==> src/hw/rtl/ploq_pkg.sv <==
package ploq_pkg;

  localparam int IDX_W = 10;
  localparam int QTY_W = 32;
  localparam int CNT_W = 11;
  localparam int VOL_W = 48;

  localparam logic [CNT_W-1:0] CNT_MAX = {CNT_W{1'b1}};
  localparam logic [VOL_W-1:0] VOL_MAX = {VOL_W{1'b1}};

  localparam logic [1:0] REQ_APPEND = 2'd0;
  localparam logic [1:0] REQ_REMOVE = 2'd1;
  localparam logic [1:0] REQ_FILL   = 2'd2;

  // count and volume update for one item
  typedef struct packed {
    logic en;
    logic cnt_inc;
    logic cnt_dec;
    logic vol_add;
    logic vol_sub;
  } tally_op_t;

endpackage

==> src/hw/rtl/ploq_tally.sv <==
module ploq_tally (
  input  logic                        clk,
  input  logic                        rst_n,
  input  ploq_pkg::tally_op_t         op,
  input  logic [ploq_pkg::QTY_W-1:0]  qty,
  output logic [ploq_pkg::CNT_W-1:0]  count,
  output logic [ploq_pkg::VOL_W-1:0]  volume
);

  import ploq_pkg::*;

  localparam int SUM_W = VOL_W + 1;

  logic [CNT_W-1:0] count_r, count_nxt;
  logic [VOL_W-1:0] vol_r, vol_nxt;
  logic [VOL_W-1:0] qty_ext;
  logic [SUM_W-1:0] sum;

  assign qty_ext = {{(VOL_W-QTY_W){1'b0}}, qty};
  assign sum     = {1'b0, vol_r} + {1'b0, qty_ext};

  always_comb begin
    count_nxt = count_r;
    vol_nxt   = vol_r;
    if (op.en) begin
      if (op.cnt_inc && count_r != CNT_MAX) begin
        count_nxt = count_r + CNT_W'(1);
      end else if (op.cnt_dec && count_r != '0) begin
        count_nxt = count_r - CNT_W'(1);
      end
      if (op.vol_add) begin
        // saturate at the top of the volume range
        vol_nxt = sum[VOL_W] ? VOL_MAX : sum[VOL_W-1:0];
      end else if (op.vol_sub) begin
        vol_nxt = (vol_r >= qty_ext) ? vol_r - qty_ext : '0;
      end
    end
  end

  always_ff @(posedge clk) begin
    if (!rst_n) begin
      count_r <= '0;
      vol_r   <= '0;
    end else begin
      count_r <= count_nxt;
      vol_r   <= vol_nxt;
    end
  end

  assign count  = count_r;
  assign volume = vol_r;

endmodule

==> config.mk <==
export PLATFORM = sky130hd
export DESIGN_NAME = ploq_tally
export DESIGN_NICKNAME = d
export VERILOG_FILES = /design/src/hw/rtl/ploq_pkg.sv /design/src/hw/rtl/ploq_tally.sv
export SDC_FILE = /design/constraint.sdc
export NUM_CORES = 1
export LEC_CHECK = 0
export ABC_CLOCK_PERIOD_IN_PS = 7800
export BUFFER_PORTS_ARGS = -buffer_cell sky130_fd_sc_hd__buf_2
export CAP_MARGIN = 20
export CORE_MARGIN = 3
export CORE_UTILIZATION = 30
export DETAILED_ROUTE_END_ITERATION = 16
export GPL_ROUTABILITY_DRIVEN = 0
export PLACE_DENSITY = 0.46
export SKIP_LAST_GASP = 1
export SLEW_MARGIN = 20
export SYNTH_ARGS = -nofsm -noshare
export SYNTH_HDL_FRONTEND = slang
export SYNTH_SLANG_ARGS = --single-unit
==> constraint.sdc <==
create_clock -name clk -period 7.8 [get_ports clk]
set_input_delay 1.56 -clock clk [delete_from_list [all_inputs] [get_ports clk]]
set_output_delay 1.56 -clock clk [all_outputs]
set_load 0.005 [all_outputs]
# == After elaboration in Yosys (flattened, before gate mapping) ==
# Cells that the tools add are included.
# op_classes
add_sub_neg,4
magnitude_cmp,1
n_eq_ne,1
mux,6
reduce_logical,7
# op_table
op,n
$mux 48,4
$add 48x32->49,1
$ge 48x32->1,1
$sub 48x32->48,1
$mux 11,2
$add 11x1->11 const B,1
$ne 11x11->1 const B,1
$reduce_bool 11->1,1
$sub 11x1->11 const B,1
$reduce_and 2->1,2
$reduce_bool 2->1,2
$logic_and 1x1->1,2
# word_totals
ff_bits,59
input_bits,39
output_inout_bits,59
wordCells,21

# == Longest topological paths before layout ==
# logic_depth
word_depth,4
ltp_mapped,14
depth_no_buf,13

# == Worst setup path before layout ==
# OpenSTA, ideal clock, no wires.
# synth_path
kind,in2reg
start,in qty[15] (netlist name)
end,"reg vol_r[45], in the netlist volume[45]"
t_arrival_ps,4238
required_ps,7678
setup_slack_ps,3440
stages,12
n_path_buf,1
path_cell_list,inv_1 -> ha_1 -> buf_6 -> or4_4 -> or3_4 -> a211oi_2 -> nor3_2 -> o211a_4 -> a2111oi_4 -> xnor2_1 -> a21oi_1 -> a311o_1
# synth_between
elab_chain_len,4
word_cells_on_any_way,7
# synth_rtl
item,line_no,source
from (decl),ploq_tally.sv:5,"input logic [ploq_pkg::QTY_W-1:0] qty,"
$sub 48x32->48 or $ge 48x32->1 (tied branches),ploq_tally.sv:35,vol_nxt = (vol_r >= qty_ext) ? vol_r - qty_ext : '0;
$mux 48,ploq_tally.sv:35,
$mux 48,ploq_tally.sv:34,end else if (op.vol_sub) begin
$mux 48 *,ploq_tally.sv:31,if (op.vol_add) begin
to (signal assigned),ploq_tally.sv:46,vol_r <= vol_nxt;
to (decl),ploq_tally.sv:15,"logic [VOL_W-1:0] vol_r, vol_nxt;"
# Mark *: on every way between the ends. The rest lies on a longest branch, timed or not. The select of a mux whose other input is x is not followed.
# A chain may end at the register's enable or synchronous reset.

# == Worst setup path in the final report ==
# layout_path
start,in qty[2] (netlist name)
end,"reg vol_r[40], in the netlist volume[40]"
# Same word-level chain as after synthesis.

==> results.json <==
{
  "status": "complete, no violations",
  "hold_depth": 2,
  "grtUsageTotal": 0.217,
  "yosys_register_bits": 59,
  "post-cts-setup-buffers": 0,
  "hpwl_mm": 22.8,
  "hold_end": "volume[26]",
  "num_rows": 58,
  "required_ps": 8040,
  "dr.pass1.iters": 5,
  "yosysMostFrequentCell": "a21oi_1",
  "avgSynthCellArea_um2": 7.11,
  "synth-edff-count": 0,
  "clkTransAtPathRegs_ps": 70,
  "r2r_start": "volume[9]",
  "fin_tns_setup_ps": 0,
  "ctsResizeCount": 0,
  "fin_crit_sh": 0.656,
  "num_vias": 8751,
  "finalMaxSlewViolations": 0,
  "htreeDepth": 3,
  "synth_top_area_share": 0.150,
  "pin_count": 98,
  "synthToLayoutAreaGrowth_pct": 12.5,
  "cts_buffers": 9,
  "rr_worst_depth": 10,
  "endpoint_kind": "flop",
  "clockPowerShare": 0.169,
  "ys_top_cells_by_area": "dfxtp_1, ha_1, a21oi_1",
  "slew-limit-headroom": 0.262,
  "fp.dieW_um": 168,
  "hold_violations": 0,
  "drt_wl_total_mm": 31.3,
  "rsz0062_at_grt": "no",
  "r2r_slack_ps": 3670,
  "cp-start-kind": "input port",
  "min_from": "volume[26]",
  "yosys.area.top_type": "dfxtp_1",
  "setup_viol": 0,
  "p_per_area_nw_per_um2": 296,
  "post-route-drc-count": 0,
  "synth_fp_nets": 1220,
  "yosysSeqAreaShare": 0.150,
  "clk_latency_ps": 350,
  "drtIter0Drc": 934,
  "grt_pass1_wl_mm": 48.9,
  "dp_cells": 1471,
  "fin_area_um2": 8840,
  "grt_max_degree": 53,
  "grt_pass1_vias": 8410,
  "synthDistinctLibCells": 91,
  "worstHoldPathType": "reg -> reg",
  "initial_utilization": 0.309,
  "crit_type": "in -> reg",
  "seq_power_share": 0.200,
  "finalClockSkew_ps": 10.7,
  "critical_path_peak_fanout": 11,
  "vias_per_cell": 5.89,
  "nets": 1267,
  "antenna_found_initial": 2,
  "clockBufferDepth": 2,
  "drtAntennaViolNets": 0,
  "leakage_uw": 0.00378,
  "swShare": 0.523,
  "drive_gt1_frac": 0.146,
  "fill_cells": 2734,
  "p_sw_uw": 1370,
  "final_cells": 1487,
  "coreArea_um2": 25500,
  "tightestPinTransition_ps": 1100,
  "async_reset_ff_frac": 0,
  "fp.dieH_um": 168,
  "yosys_warnings": 0,
  "drv_cap": 0,
  "dieArea_um2": 28200,
  "layout_min_cycle_time_ps": 5120,
  "io_buffers": 97,
  "clock-sinks": 59,
  "dpl_cell_area_um2": 8530,
  "arrival_ps": 5360,
  "cts_hold_buf": 0,
  "routedWlPerCell_um": 21.1,
  "reg2reg_to": "volume[23]",
  "final_util": 0.347,
  "netlist_top_cells_count": "a21oi_1, nor2_1, o21ai_0, nand2_1, inv_1",
  "grt_overflow_total": 0,
  "combPwrFrac": 0.631,
  "num_antenna_cells": 0,
  "max_freq_mhz": 195,
  "syn_area_um2": 7860,
  "synth-main-ff-cell": "dfxtp_1",
  "critPathLaunch": "qty[2]",
  "cts_root_buf": "clkbuf_16",
  "ir_drop_mv": 0.174,
  "cts_tree": "built",
  "syn_inst": 1105,
  "p_total_uw": 2620,
  "p_int_uw": 1250
}
## metrics by stage
step / setup slack (ps) / hold WS [ps]
after detailed placement: 2110 / 490
after global placement: 2350 / 479
after global routing: 2280 / 521
after CTS: 2470 / 500
after floorplan: 3440 / 466
final: 2680 / 505
## sequential cells by signal (all words and copies together), names as in the netlist
| name | cells |
|---|---|
| count | 11 |
| volume | 48 |
## worst max path at each step
stage          slack [ps]         end  cells after the start
6_report             2680  volume[40]                     12
5_1_grt              2280  volume[23]                     12
4_1_cts              2470  volume[23]                     12
3_5_place_dp         2110  volume[23]                     12
3_3_place_gp         2350  volume[40]                     12
2_1_floorplan        3440  volume[45]                     12
## critical path, cell delays in order
cell and delay (ps):
buf_2 90, inv_1 40, ha_1 390, nand2b_4 190, a2111oi_4 400, nor4b_2 130, o41ai_2 580, a31oi_2 370
o22ai_1 880, and4_1 290, nor3_1 40, or3_1 370
## power groups by stage
stage               clock network [uW]  logic, uW  registers (uW)
CTS                                447       1630             522
global placement                     0       1630             532
finish                             442       1650             524
detailed placement                   0       1620             529
floorplan                            0       1180             471
global route                       457       1820             545
## cell usage in the layout, fill, tap and decap left out, types with 7 or more instances in the layout
cell type  Yosys  final
o31a_1         8      8
clkbuf_16      0      9
nor2_1       100    100
dfxtp_1       59     59
or2_2         10     10
o21a_1        11     11
a31oi_1        8      7
buf_2         17     97
o21bai_1      15     15
a21o_1         8      8
o221a_2        7      7
buf_4          2      9
nand3_1       28     28
inv_1         75     75
o31ai_1       12     12
o211ai_1      18     18
or3_1         19     19
nor4_1        14     14
or4_1          7      7
nor2b_1       11     11
mux2i_1       14     14
nand2b_1      12     12
nand2_1       76     76
a221oi_1       7      7
o21ai_0       91     90
ha_1          73     73
a211oi_1      12     12
xnor2_1       17     17
and3_1        14     14
a21oi_1      123    122
nand4_1       24     24
nor3_1        25     25
## kinds of logic after synthesis
group,synth area share
buffers and inverters,0.0743
muxes,0.0178
AOI/OAI and AO/OA,0.363
adders and majority gates,0.124
xor gates and xnor gates,0.0234
DFF,0.150
and+or+nand+nor,0.247
## metal layers
metal,up-vias,track usage,part of all wire
li1,4222,-,-
met1,4147,0.312,0.48
met2,329,0.326,0.43
met3,51,0.0378,0.071
met4,2,0.0726,0.027
met5,-,0,0.00041
## cell type report
class,count,area (um2),share of cell area
clock inverter,7,77.6,0.00877
sequential,59,1180,0.134
inverter,76,285,0.0323
timing repair buffer,106,553,0.0626
multi-input combinational,900,6110,0.691
clock buffer,9,225,0.0255
tap,330,413,0.0467
(Power assumes the default switching activity.)
